==> config.mk <==
export PLATFORM = sky130hd
export DESIGN_NAME = plc_div
export DESIGN_NICKNAME = d
export VERILOG_FILES = /design/src/sv/plc_pkg.sv /design/src/sv/plc_div.sv
export SDC_FILE = /design/constraint.sdc
export NUM_CORES = 2
export LEC_CHECK = 0
export BUFFER_PORTS_ARGS = -buffer_cell sky130_fd_sc_hd__buf_2
export CAP_MARGIN = 20
export CORE_MARGIN = 8
export CORE_UTILIZATION = 60
export CTS_BUF_LIST = sky130_fd_sc_hd__clkbuf_4 sky130_fd_sc_hd__clkbuf_8
export CTS_CLUSTER_DIAMETER = 60
export DETAILED_ROUTE_END_ITERATION = 8
export PLACE_DENSITY = 0.76
export REMOVE_ABC_BUFFERS = 1
export SETUP_SLACK_MARGIN = 0.5
export SLEW_MARGIN = 25
export SYNTH_ARGS = -nofsm -noshare
export SYNTH_HDL_FRONTEND = slang
export SYNTH_SLANG_ARGS = --single-unit
==> constraint.sdc <==
create_clock -name aclk -period 5.75 [get_ports aclk]
set_input_delay 0.8625 -clock aclk [delete_from_list [all_inputs] [get_ports aclk]]
set_output_delay 0.8625 -clock aclk [all_outputs]
set_load 0.005 [all_outputs]
==> src/sv/plc_pkg.sv <==
// ----------------------------------------------------------------------------
// plc_pkg
// Shared constants and types of the particle link contact unit.
// ----------------------------------------------------------------------------
package plc_pkg;

    localparam int CFG_IDX_BITS = 2;
    localparam int PEN_BITS     = 25;
    localparam int REST_BITS    = 16;
    localparam int NORM_BITS    = 16;
    localparam int NORM_QBITS   = 15;
    localparam int NORM_ONE     = 16384;

    localparam logic [CFG_IDX_BITS-1:0] REG_LINK_KIND     = 2'd0;
    localparam logic [CFG_IDX_BITS-1:0] REG_REST_LENGTH   = 2'd1;
    localparam logic [CFG_IDX_BITS-1:0] REG_BOUNCE_FACTOR = 2'd2;

    localparam logic [PEN_BITS-1:0] PEN_MAX = {PEN_BITS{1'b1}};

    typedef struct packed {
        logic                        has_contact;
        logic signed [NORM_BITS-1:0] normal_x;
        logic signed [NORM_BITS-1:0] normal_y;
        logic signed [NORM_BITS-1:0] normal_z;
        logic [PEN_BITS-1:0]         penetration;
        logic [REST_BITS-1:0]        restitution;
    } res_t;

endpackage

==> src/sv/plc_div.sv <==
// ----------------------------------------------------------------------------
// plc_div
// Pipelined restoring divider for one normal component, one quotient bit per
// stage.
// ----------------------------------------------------------------------------
module plc_div #(
    parameter int DW = 25
) (
    input  logic                                aclk,
    input  logic                                en,
    input  logic [DW+15:0]                      num,
    input  logic [DW-1:0]                       den,
    output logic [plc_pkg::NORM_QBITS-1:0]      quo
);

    localparam int QB = plc_pkg::NORM_QBITS;
    localparam int NW = DW + 16;

    logic [NW-1:0] rem_reg [0:QB-1];
    logic [DW-1:0] den_reg [0:QB-1];
    logic [QB-1:0] quo_reg [0:QB-1];

    for (genvar j = 0; j < QB; j++) begin : g_stage
        localparam int B = QB - 1 - j;
        logic [NW-1:0] rin;
        logic [DW-1:0] din;
        logic [QB-1:0] qin;
        logic [NW-1:0] dd;

        if (j == 0) begin : g_first
            assign rin = num;
            assign din = den;
            assign qin = '0;
        end else begin : g_rest
            assign rin = rem_reg[j-1];
            assign din = den_reg[j-1];
            assign qin = quo_reg[j-1];
        end

        // The divisor is twice the distance, for rounding to nearest.
        assign dd = NW'({din, 1'b0}) << B;

        always_ff @(posedge aclk) begin
            if (en) begin
                den_reg[j] <= din;
                if (rin >= dd) begin
                    rem_reg[j] <= rin - dd;
                    quo_reg[j] <= qin | (QB'(1) << B);
                end else begin
                    rem_reg[j] <= rin;
                    quo_reg[j] <= qin;
                end
            end
        end
    end

    assign quo = quo_reg[QB-1];

endmodule

Word-level counts from Yosys, hierarchy flattened

Memory sizes are Yosys's and may differ from the RTL's.
Cells that the tools add are included.

Register bits: 0
Bits in writable memories: 1215
Output and inout port bits: 15
Logic and storage cells: 185
Memories kept: 3

Add/sub/neg operators: 15
Magnitude comparators: 15
Muxes and demuxes: 122
Bitwise logic cells: 30

Memories:

| name    | depth | bits a word | rd ports | clocked after Yosys merged registers in | wr ports | RTL line      | text |
|---|---|---|---|---|---|---|---|
| rem_reg | 15    | 41          | 14       | 0                                       | 15       | plc_div.sv:19 | `logic [NW-1:0] rem_reg [0:QB-1];` |
| den_reg | 15    | 25          | 14       | 0                                       | 15       | plc_div.sv:20 | `logic [DW-1:0] den_reg [0:QB-1];` |
| quo_reg | 15    | 15          | 15       | 0                                       | 15       | plc_div.sv:21 | `logic [QB-1:0] quo_reg [0:QB-1];` |

Operators with widths:

| cell                           | number |
|---|---|
| two-way mux 41 bit             | 15 |
| two-way mux 15 bit             | 15 |
| two-way mux 1 bit              | 92 |
| >= comparator 41 x 26 -> 1 bit | 1 |
| >= comparator 41 x 27 -> 1 bit | 1 |
| >= comparator 41 x 28 -> 1 bit | 1 |
| >= comparator 41 x 29 -> 1 bit | 1 |
| >= comparator 41 x 30 -> 1 bit | 1 |
| >= comparator 41 x 31 -> 1 bit | 1 |
| >= comparator 41 x 32 -> 1 bit | 1 |
| >= comparator 41 x 33 -> 1 bit | 1 |
| >= comparator 41 x 34 -> 1 bit | 1 |
| >= comparator 41 x 35 -> 1 bit | 1 |
| >= comparator 41 x 36 -> 1 bit | 1 |
| >= comparator 41 x 37 -> 1 bit | 1 |
| >= comparator 41 x 38 -> 1 bit | 1 |
| >= comparator 41 x 39 -> 1 bit | 1 |
| >= comparator 41 x 40 -> 1 bit | 1 |
| subtractor 41 x 26 -> 41 bit   | 1 |
| subtractor 41 x 27 -> 41 bit   | 1 |
| subtractor 41 x 28 -> 41 bit   | 1 |
| subtractor 41 x 29 -> 41 bit   | 1 |
| subtractor 41 x 30 -> 41 bit   | 1 |
| subtractor 41 x 31 -> 41 bit   | 1 |
| 10 further kinds               | 39 |

Depth between registers and ports, before layout

An unclocked memory read counts as a cell.

Depth after elaboration: 6
Gate-level depth with buffers: 16

Least setup slack after synthesis

Ideal clock, no wire load.

Kind: input -> register
Start point: input port den[2]
End point: memory quo_reg[0][14] (netlist name), data pin
Setup time: 0.268 ns
Arrival: 3.497 ns
Data required time: 5.482 ns
Slack: 1.985 ns
Cell stages on the path: 13
Buffers on the path: 3
Cells stage by stage: inv_1 > ha_1 > nor2b_1 > o21ai_1 > a21oi_1 > o41ai_1 > a21oi_1 > or2_2 > o31a_1 > a21o_1 > buf_2 > clkbuf_1 > buf_2

RTL lines:

| what        | RTL line      | text |
|---|---|---|
| from (decl) | plc_div.sv:12 | `input logic [DW-1:0] den,` |
| to (decl)   | plc_div.sv:21 |  |

==> results.json <==
{
  "synth-edff-count": 1044,
  "depth_of_the_worst_register_to_register_path": 12,
  "htreeDepth": 4,
  "synthDistinctLibCells": 77,
  "post_cts_setup_buffer_count": 0,
  "cp_max_stage_cell": "sky130_fd_sc_hd__a221oi_1",
  "peakVddDrop_mv": 0.2556,
  "crit_path_frequent_cell": "sky130_fd_sc_hd__a311oi_1",
  "outcome": "complete, no violations",
  "cts.clk_slew.worst_paths_ns": 0.06,
  "vias_per_cell": 5.883,
  "hold_path.class": "input port to register",
  "yosys_register_bits": 1044,
  "track_usage_pct": 23.83,
  "whs_path_depth": 1,
  "clock_latency_ns": 0.85,
  "report.final.setup_viol": 0,
  "report.final.slew_viol_count": 0,
  "initial_antenna_violation_count": 1,
  "cts_hold_buf": 0,
  "grt.overflow.total": 0,
  "timing_worst_setup_path_type": "register to register",
  "area.growth.synth_to_final_pct": 8.861,
  "ys.warnings.count": 0,
  "preCtsSetupSlack_ns": 1.156,
  "cp_data_arrival_time_ns": 4.96,
  "drt-wirelength-per-cell_um": 19.07,
  "number_of_detailed_route_iterations_in_the_first_pass": 6,
  "tightestPinTransition_ns": 1.016,
  "crit_chain": "ha_1, nor2b_1, o31ai_1, a21oi_1, a311oi_1, o21ai_1, a221oi_1, o21ai_0, a21oi_4, buf_4, a311oi_1, xor2_1",
  "rsz0062_at_grt": "false",
  "placed_cell_area_um2": 59380,
  "setup-tns-final_ns": 0,
  "static_power_due_to_leakage_uw": 0.02483,
  "top_level_ports": 83,
  "yosys_most_used_dff": "sky130_fd_sc_hd__edfxtp_1",
  "synth_top_cell_by_area": "sky130_fd_sc_hd__edfxtp_1",
  "design.core.area_um2": 95010,
  "postSynthCellCount": 5201,
  "dp_hpwl_um": 98530,
  "worst_path_dominant_cell_family": "compound AO/OA/AOI/OAI gates",
  "netlist_area_um2": 57500,
  "synth_top_cells_by_count": "sky130_fd_sc_hd__edfxtp_1, sky130_fd_sc_hd__nand2_1, sky130_fd_sc_hd__inv_1, sky130_fd_sc_hd__o21ai_0, sky130_fd_sc_hd__ha_1",
  "floorplan.die.height_um": 325.6,
  "postLayoutCellArea_um2": 62590,
  "die_area_um2": 106000,
  "grt_max_degree": 177,
  "design.final.nets": 5816,
  "path_buf_inv": 1,
  "timing.critical_path.to_type": "register",
  "holdCritStartpoint": "den[15]",
  "final.setup_skew_ns": 0.04056,
  "drtAntennaViolNets": 0,
  "r2r-end": "rem_reg[0][81]",
  "max_cap_viol_count": 0,
  "largest_register_ffs": 574,
  "grt_pass1_wl_um": 203400,
  "hold_viol": 0,
  "io_buffer_count": 82,
  "synth_async_sr_flop_share_pct": 0,
  "finalHoldWorstSlack_ns": 0.2253,
  "drive_gt1_share_pct": 8.391,
  "yosys.cell_count.top_type": "sky130_fd_sc_hd__edfxtp_1",
  "crit-reg2reg-launch": "rem_reg[0][15]",
  "cts-buffers-inserted": 173,
  "worst_hold_path_ep": "den_reg[0][15]",
  "period_needed_ns": 4.424,
  "routed-via-count": 39698,
  "first_global_vias": 40567,
  "r2r_slack_ns": 1.33,
  "synth_seq_area_share_pct": 54.53,
  "cp_data_required_time_ns": 6.29,
  "maximum_fanout_along_the_worst_path": 18,
  "max_freq_mhz": 226.0,
  "number_of_gates_resized_after_cts": 0,
  "cts-root-buf": "sky130_fd_sc_hd__clkbuf_8",
  "drt_iter0_drc": 2332,
  "relSlewSlack_pct": 32.30,
  "routabilityCongestion": 1.056,
  "timing.final.ws_setup_ns": 1.326,
  "tritoncts_clock_tree": "yes",
  "route.final.wire_length_um": 128700,
  "fraction_of_synthesized_cell_area_taken_by_the_top_area_cell_type_pct": 54.53,
  "yosys-top-cells-area": "sky130_fd_sc_hd__edfxtp_1, sky130_fd_sc_hd__ha_1, sky130_fd_sc_hd__o21ai_0",
  "num_rows": 113,
  "powerDensity_nw_per_um2": 468.6,
  "initial_core_util_pct": 60.52,
  "finalCritPeriodShare_pct": 76.94,
  "cp-start-kind": "register",
  "cts_num_sinks": 1044,
  "clock_path_buffers": 3,
  "synth_area_per_cell_um2": 11.05,
  "fp.dieW_um": 325.6,
  "drc": 0,
  "timing.critical_path.slowest_cell_delay_ns": 0.63
}
-- metal layers --
layer	vias to the layer above	global-route usage (%)	routed length, um
met3	465	3.447	4393
li1	19427	-	-
met1	18629	21.56	43490
met5	-	0	0
met4	0	17.03	9635
met2	1177	47.42	71170
-- how the worst max path moves through the flow --
stage / start / to / slack (ns) / cells after the start
3_3_place_gp: den[2] / rem_reg[0][23] / 1.24 / 13
5_1_grt: rem_reg[0][15] / rem_reg[0][80] / 0.95 / 12
3_5_place_dp: den[2] / rem_reg[0][29] / 1.16 / 13
4_1_cts: rem_reg[0][15] / rem_reg[0][81] / 1.40 / 12
6_report: rem_reg[0][15] / rem_reg[0][81] / 1.33 / 12
2_1_floorplan: rem_reg[1][46] / rem_reg[1][122] / 0.87 / 13
-- where the power goes --
part | internal [uW] | switching, uW
Sequential | 10800 | 1070
Clock | 3240 | 2840
Combinational | 4760 | 6620
-- placed cells by master, fill, tap and decap left out, drive strengths merged, types with 35 or more instances in the layout --
| cell type | n |
|---|---|
| a21o | 197 |
| a21oi | 348 |
| a31oi | 40 |
| buf | 120 |
| clkbuf | 225 |
| clkinv | 63 |
| edfxtp | 1044 |
| ha | 375 |
| inv | 491 |
| nand2 | 493 |
| nand2b | 66 |
| nand3 | 87 |
| nand4 | 72 |
| nor2 | 238 |
| nor2b | 62 |
| nor3 | 92 |
| nor4 | 77 |
| o21a | 52 |
| o21ai | 448 |
| o21bai | 42 |
| or3 | 35 |
| xnor2 | 191 |
| xor2 | 191 |
-- per-stage QoR --
step                total power (uW)  utilization (%)  std cells
CTS                            29360            65.88       6747
finish                         29330            65.88       6748
detailed placement             23220            62.50       6449
global placement               22990            62.50       6449
floorplan                      20210                -       5064
global route                   31250            65.88       6748
-- worst reg2reg max path: stages (launching register included) --
cell and delay (ns):
sky130_fd_sc_hd__edfxtp_1 0.41, sky130_fd_sc_hd__ha_1 0.34, sky130_fd_sc_hd__nor2b_1 0.15, sky130_fd_sc_hd__o31ai_1 0.30
sky130_fd_sc_hd__a21oi_1 0.24, sky130_fd_sc_hd__a311oi_1 0.49, sky130_fd_sc_hd__o21ai_1 0.27, sky130_fd_sc_hd__a221oi_1 0.63
sky130_fd_sc_hd__o21ai_0 0.30, sky130_fd_sc_hd__a21oi_4 0.50, sky130_fd_sc_hd__buf_4 0.28, sky130_fd_sc_hd__a311oi_1 0.07
sky130_fd_sc_hd__xor2_1 0.16
-- cells by family after synthesis --
| kind of cell | count (synthesis) | share of synthesized area, % |
|---|---|---|
| and+or+nand+nor | 1368 | 11.64 |
| AOI/OAI and AO/OA | 1359 | 14.59 |
| DFF | 1044 | 54.53 |
| buffers and inverters | 623 | 4.074 |
| adders and majority gates | 389 | 8.648 |
| xor gates and xnor gates | 382 | 5.819 |
| muxes | 36 | 0.7007 |
-- layout make-up --
class	instances	area (um^2)
Fill cell	7315	32420
Sequential cell	1044	31350
Multi-Input combinational cell	3534	23850
Clock buffer	225	2784
Inverter	486	1824
Tap cell	1265	1583
Timing Repair Buffer	120	768.2
Clock inverter	73	426.7
Antenna cell	1	2.502
(Power assumes the default switching activity.)
