--- src/sv/plc_sqrt.sv ---
// ----------------------------------------------------------------------------
// plc_sqrt
// Pipelined floor square root, one root bit resolved per register stage.
// ----------------------------------------------------------------------------
module plc_sqrt #(
    parameter int DW = 25
) (
    input  logic              aclk,
    input  logic              en,
    input  logic [2*DW-1:0]   sum,
    output logic [DW-1:0]     root
);

    localparam int SW = 2 * DW;

    logic [SW-1:0] rem_reg  [0:DW-1];
    logic [DW-1:0] root_reg [0:DW-1];

    for (genvar j = 0; j < DW; j++) begin : g_stage
        localparam int B = DW - 1 - j;
        logic [SW:0]   rin;
        logic [DW-1:0] qin;
        logic [SW:0]   trial;
        logic [SW-1:0] rem_next;
        logic [DW-1:0] root_next;

        if (j == 0) begin : g_first
            assign rin = {1'b0, sum};
            assign qin = '0;
        end else begin : g_rest
            assign rin = {1'b0, rem_reg[j-1]};
            assign qin = root_reg[j-1];
        end

        // (r + 2^B)^2 - r^2 = r*2^(B+1) + 2^(2B)
        assign trial = ((SW+1)'(qin) << (B + 1)) + ((SW+1)'(1) << (2 * B));

        always_comb begin
            if (rin >= trial) begin
                rem_next  = SW'(rin - trial);
                root_next = qin | (DW'(1) << B);
            end else begin
                rem_next  = SW'(rin);
                root_next = qin;
            end
        end

        always_ff @(posedge aclk) begin
            if (en) begin
                rem_reg[j]  <= rem_next;
                root_reg[j] <= root_next;
            end
        end
    end

    assign root = root_reg[DW-1];

endmodule

--- config.mk ---
export PLATFORM = sky130hd
export DESIGN_NAME = plc_sqrt
export DESIGN_NICKNAME = d
export VERILOG_FILES = /design/src/sv/plc_sqrt.sv
export SDC_FILE = /design/constraint.sdc
export NUM_CORES = 2
export LEC_CHECK = 0
export ABC_CLOCK_PERIOD_IN_PS = 7200
export BUFFER_PORTS_ARGS = -buffer_cell sky130_fd_sc_hd__buf_2
export CAP_MARGIN = 40
export CORE_ASPECT_RATIO = 1.4
export CORE_MARGIN = 2
export CORE_UTILIZATION = 50
export DETAILED_ROUTE_END_ITERATION = 10
export PLACE_DENSITY = 0.68
export SLEW_MARGIN = 20
export SYNTH_ARGS = -nofsm -noshare
export SYNTH_HDL_FRONTEND = slang
export SYNTH_SLANG_ARGS = --single-unit
export TNS_END_PERCENT = 10
--- constraint.sdc ---
create_clock -name aclk -period 7.2 [get_ports aclk]
set_input_delay 0.36 -clock aclk [delete_from_list [all_inputs] [get_ports aclk]]
set_output_delay 0.36 -clock aclk [all_outputs]
set_load 0.01 [all_outputs]
After elaboration in Yosys (flattened, before gate mapping)
Memory sizes are Yosys's and may differ from the RTL's.
Cells that the tools add are included.
W data, S select, Z words.

operators by class
  add/sub/neg operators = 49
  $lt $le $gt $ge = 25
  multiplexer cells = 52

operator list
  operator                  count
  $mux W50                  25
  $add A49 B47 Y50 const B  1
  $ge A50 B27 Y1            1
  $ge A50 B28 Y1            1
  $ge A50 B29 Y1            1
  $ge A50 B30 Y1            1
  $ge A50 B31 Y1            1
  $ge A50 B32 Y1            1
  $ge A50 B33 Y1            1
  $ge A50 B34 Y1            1
  $ge A50 B35 Y1            1
  $ge A50 B36 Y1            1
  $ge A50 B37 Y1            1
  $ge A50 B38 Y1            1
  $ge A50 B39 Y1            1
  $ge A50 B40 Y1            1
  $ge A50 B41 Y1            1
  $ge A50 B42 Y1            1
  $ge A50 B43 Y1            1
  $ge A50 B44 Y1            1
  $ge A50 B45 Y1            1
  $ge A50 B46 Y1            1
  $ge A50 B47 Y1            1
  $ge A50 B48 Y1            1
  76 further kinds          78

storage, ports and cells
  flip-flop bits (word level) = 0
  RAM bits = 1875
  output and inout bits = 25
  memories kept = 2

memory list
  memory    depth  bits a word  rd ports  clocked after memory_dff  wr ports  line  RTL
  rem_reg   25     50           24        0                         25        16    logic [SW-1:0] rem_reg [0:DW-1];
  root_reg  25     25           25        0                         25        17    logic [DW-1:0] root_reg [0:DW-1];

Logic depth before layout (Yosys ltp)
An unclocked memory read counts as a cell.

  word-level depth = 4
  gate-level depth with buffers = 13

Least setup slack after synthesis
OpenSTA, ideal clock, no wires.

  path kind = flip-flop to flip-flop
  from = mem rem_reg[4][113] in the netlist's numbering
  to = mem rem_reg[4][177] in the netlist's numbering, data pin
  setup time = 270 ps
  arrival time = 2908 ps
  data required time = 6930 ps
  slack = 4022 ps
  cell stages (with the launch flop) = 12
  buffers on the path = 2
  cell sequence = edfxtp_1 > ha_1 > o211ai_1 > a21oi_1 > o41a_1 > a211o_1 > a41o_1 > a211o_1 > clkbuf_1 > clkbuf_1 > nor2_1 > a21oi_1

RTL lines
  item                line
  start: declaration  16

==> impl_metrics.prom <==
# TYPE chip_impl_metric gauge
chip_impl_metric{name="place.detailed.instances",unit=""} 7578
chip_impl_metric{name="post-route-period-util",unit="%"} 61.0
chip_impl_info{name="synth_common_cells",value="1525 x edfxtp_1, 411 x inv_1, 380 x nor2_1"} 1
chip_impl_info{name="tritoncts",value="built"} 1
chip_impl_metric{name="drt_iter0_drc",unit=""} 2751
chip_impl_info{name="start_kind",value="flip-flop"} 1
chip_impl_metric{name="synth_cells",unit=""} 5640
chip_impl_metric{name="ant_nets",unit=""} 0
chip_impl_metric{name="totalWireLength",unit="um"} 162000
chip_impl_metric{name="finish.net_count",unit=""} 6260
chip_impl_metric{name="synth.ff_latch_count",unit=""} 1525
chip_impl_metric{name="cts_buffer_depth",unit=""} 3
chip_impl_metric{name="grt_start_max_net_pins",unit=""} 216
chip_impl_metric{name="final_period_minus_worst_setup_slack",unit="ps"} 4400
chip_impl_metric{name="critPathArrivalTime",unit="ps"} 4920
chip_impl_metric{name="hold_violations",unit=""} 0
chip_impl_info{name="path_class",value="reg -> reg"} 1
chip_impl_metric{name="postSynthNetCount",unit=""} 6038
chip_impl_metric{name="synth_top_area_share",unit="%"} 63.2
chip_impl_metric{name="critical_path_peak_fanout",unit=""} 6
chip_impl_metric{name="ir_drop",unit="uV"} 240
chip_impl_metric{name="floorplan.die.height",unit="um"} 454
chip_impl_metric{name="fin_cells",unit=""} 7908
chip_impl_metric{name="sequential_cell_area",unit="sq mm"} 0.0458
chip_impl_metric{name="power",unit="mW"} 24.3
chip_impl_info{name="critPathTopFamily",value="compound AO/OA/AOI/OAI gates"} 1
chip_impl_metric{name="grt_pass1_vias",unit=""} 46252
chip_impl_metric{name="syn-cell-area",unit="sq mm"} 0.0725
chip_impl_metric{name="hpwlAfterDp",unit="um"} 122000
chip_impl_metric{name="starting_density",unit="%"} 50.3
chip_impl_metric{name="hold-path-cell-count",unit=""} 1
chip_impl_metric{name="layout-area-overhead-vs-synth",unit="%"} 11.6
chip_impl_metric{name="layout.filler_cells",unit=""} 11580
chip_impl_metric{name="clock-skew-final",unit="ps"} 44.9
chip_impl_metric{name="core.rowCount",unit=""} 165
chip_impl_metric{name="vias",unit=""} 44806
chip_impl_info{name="result_of_the_run",value="completed"} 1
chip_impl_metric{name="clock_insertion_delay_at_the_later_pin_of_the_skew_report",unit="ps"} 820
chip_impl_metric{name="placement.io_buffers",unit=""} 76
chip_impl_info{name="critical_path.reg2reg.endpoint",value="rem_reg[5][94]$_DFFE_PP_"} 1
chip_impl_metric{name="tightest_slew",unit="ps"} 1120
chip_impl_metric{name="average_vias_per_placed_instance",unit=""} 5.67
chip_impl_metric{name="proportion_of_layout_cells_with_a_drive_suffix_above_1",unit="%"} 7.92
chip_impl_info{name="synth.top_cells.by_area",value="edfxtp_1 63%, ha_1 6.0%, xor2_1 3.3%"} 1
chip_impl_metric{name="setup_violations",unit=""} 0
chip_impl_metric{name="wire_length_of_the_first_global_routing_pass",unit="um"} 249000
chip_impl_metric{name="multi_input_comb_area",unit="sq mm"} 0.0249
chip_impl_info{name="worst_r2r_startpoint",value="rem_reg[5][11]$_DFFE_PP_"} 1
chip_impl_metric{name="max_transition_viols_final",unit=""} 0
chip_impl_info{name="cell_taking_the_most_area_after_synthesis",value="edfxtp_1"} 1
chip_impl_info{name="hold_path_end",value="rem_reg[2][194]$_DFFE_PP_"} 1
chip_impl_metric{name="grt_antenna_before_repair",unit=""} 1
chip_impl_metric{name="grt_overflow_total",unit=""} 0
chip_impl_metric{name="grt_util_all_layers",unit="%"} 21.9
chip_impl_metric{name="cts_repair_resize_count",unit=""} 0
chip_impl_metric{name="drt-pass1-iter-count",unit=""} 6
chip_impl_metric{name="cts_max_level",unit=""} 4
chip_impl_metric{name="synth_cell_type_count",unit=""} 98
chip_impl_metric{name="average_instance_area_after_synthesis",unit="sq um"} 12.9
chip_impl_metric{name="cts_buffers",unit=""} 147
chip_impl_info{name="setup.worst_path.start",value="rem_reg[5][11]$_DFFE_PP_"} 1
chip_impl_info{name="setup.worst_path.end_class",value="flip-flop"} 1
chip_impl_metric{name="wl_per_cell",unit="um"} 20.5
chip_impl_info{name="clk_root_buffer_cell",value="clkbuf_16"} 1
chip_impl_info{name="hp_start",value="en"} 1
chip_impl_metric{name="timing.setup.tns",unit="ps"} 0
chip_impl_metric{name="slew_headroom",unit="%"} 25.5
chip_impl_metric{name="coreArea",unit="sq mm"} 0.144
chip_impl_metric{name="power-per-cell-area",unit="mW/mm^2"} 301
chip_impl_metric{name="drt_drc_violations_left",unit=""} 0
chip_impl_metric{name="regToRegSetupSlack",unit="ps"} 2800
chip_impl_info{name="primary_ff_master_synth",value="edfxtp_1"} 1
chip_impl_info{name="cp_max_stage_cell",value="o41ai_1"} 1
chip_impl_info{name="synthMostInstantiatedCell",value="edfxtp_1"} 1
chip_impl_metric{name="final_core_utilization",unit="%"} 56.2
chip_impl_metric{name="die_w",unit="um"} 326
chip_impl_metric{name="floorplan.io_pins",unit=""} 77
chip_impl_metric{name="fp.dieArea",unit="sq mm"} 0.148
chip_impl_metric{name="max_freq",unit="MHz"} 228
chip_impl_metric{name="data_required_time_of_the_worst_path",unit="ps"} 7720
chip_impl_metric{name="largest_register_ffs",unit=""} 1200
chip_impl_metric{name="placed_area",unit="sq mm"} 0.0754
chip_impl_metric{name="synth_enable_flop_cells",unit=""} 1525
chip_impl_metric{name="post-route-cell-area",unit="sq mm"} 0.0809
chip_impl_metric{name="synthArstFlopShare",unit="%"} 0
chip_impl_metric{name="gpl.final_weighted_congestion",unit=""} 0.927
chip_impl_metric{name="clock_sink_total",unit=""} 1525
chip_impl_metric{name="number_of_cell_instances_on_the_worst_register_to_register_path",unit=""} 10
chip_impl_metric{name="postCtsHoldBufs",unit=""} 51
chip_impl_metric{name="p_leak",unit="nW"} 30.4
chip_impl_metric{name="crit_path_max_incr_delay",unit="ps"} 820
chip_impl_metric{name="clk_pin_slew",unit="ps"} 60
chip_impl_metric{name="cap_violations",unit=""} 0
chip_impl_metric{name="worstPathBufferInverterCount",unit=""} 0
chip_impl_metric{name="yosysWarningCount",unit=""} 0
chip_impl_info{name="grt_setup_unrepaired",value="no"} 1
chip_impl_metric{name="cts_post_setup_buffers_inserted",unit=""} 0
chip_impl_metric{name="synth_sequential_area_ratio",unit="%"} 63.2
chip_impl_info{name="critical_path.cell_chain",value="ha_1 > nand4_1 > a211oi_2 > o41ai_1 > a31oi_1 > o211ai_1 > nand3_1 > or3_1 > nor3_1 > xor2_1"} 1
chip_impl_info{name="worst_hold_path_type",value="in -> reg"} 1
-- worst reg2reg max path, cell delays in order, from the launching register on --
cell and delay, ps:
edfxtp_1 410, ha_1 400, nand4_1 490, a211oi_2 140
o41ai_1 820, a31oi_1 390, o211ai_1 460, nand3_1 310
or3_1 420, nor3_1 180, xor2_1 90
-- worst max path at each step --
stage                           endpoint  slack (ps)  cells after the start
3_3_place_gp    rem_reg[5][95]$_DFFE_PP_        2750                     10
2_1_floorplan  rem_reg[4][177]$_DFFE_PP_        4020                     11
3_5_place_dp    rem_reg[5][94]$_DFFE_PP_        2930                     10
6_report        rem_reg[5][94]$_DFFE_PP_        2800                     10
5_1_grt         rem_reg[5][94]$_DFFE_PP_        2720                     10
4_1_cts         rem_reg[5][94]$_DFFE_PP_        2860                     10
-- per-layer routing --
layer / part of all wire [%] / wire (um) / track usage (%)
met2: 60 / 98000 / 47.2
met4: 6.2 / 10000 / 13.2
met5: 0 / 0 / 0
met3: 2.8 / 4460 / 2.83
met1: 31 / 49500 / 18.0
-- logic make-up (layout without fill, tap and decap cells) --
group	Yosys count	count (layout)	share of synthesized area, %
flops	1525	1525	63.2
xor+xnor	514	514	6.21
other cells	0	1	0
mux	75	75	1.14
simple gates	1629	1629	11.7
fa+ha+maj	346	346	5.97
compound gates	1037	1037	9.07
buf+inv	514	861	2.71
-- final cells by class --
cell class | count | share of cell area [%]
Tap cell | 1920 | 2.97
Inverter | 412 | 1.91
Clock inverter | 102 | 1.43
Timing Repair Buffer | 175 | 1.72
Multi-Input combinational cell | 3601 | 30.7
Antenna cell | 1 | 0.00309
Clock buffer | 172 | 4.66
Sequential cell | 1525 | 56.6
-- power breakdown --
part           switching (mW)  internal [mW]  total, mW
Clock                    3.42           4.33       7.75
Combinational            2.71           1.90       4.61
Sequential              0.794           11.2       12.0
-- stage by stage --
stage               setup WS (ps)  hold WS [ps]
floorplan                    4020           417
global placement             2750           421
detailed placement           2930           427
CTS                          2860          72.0
global route                 2720          96.3
finish                       2800           105
-- cell usage in the layout (no fill, tap or decap), types with 30 or more instances in the layout --
| master | n |
|---|---|
| edfxtp_1 | 1525 |
| inv_1 | 411 |
| nor2_1 | 380 |
| ha_1 | 346 |
| nand2_1 | 341 |
| a21oi_1 | 329 |
| xor2_1 | 275 |
| o21ai_0 | 239 |
| xnor2_1 | 239 |
| nor4_1 | 176 |
| nor3_1 | 153 |
| clkbuf_16 | 147 |
| a21o_1 | 108 |
| nand3_1 | 89 |
| nand4_1 | 85 |
| buf_2 | 80 |
| nand2b_1 | 74 |
| o21a_1 | 66 |
| mux2_2 | 61 |
| nor2b_1 | 51 |
| dlygate4sd3_1 | 51 |
| or3_1 | 50 |
| or4_1 | 39 |
| clkinv_1 | 34 |
| o21bai_1 | 33 |
| o31ai_1 | 32 |
| a31oi_1 | 31 |
| and3_1 | 30 |
(Power assumes the default switching activity.)
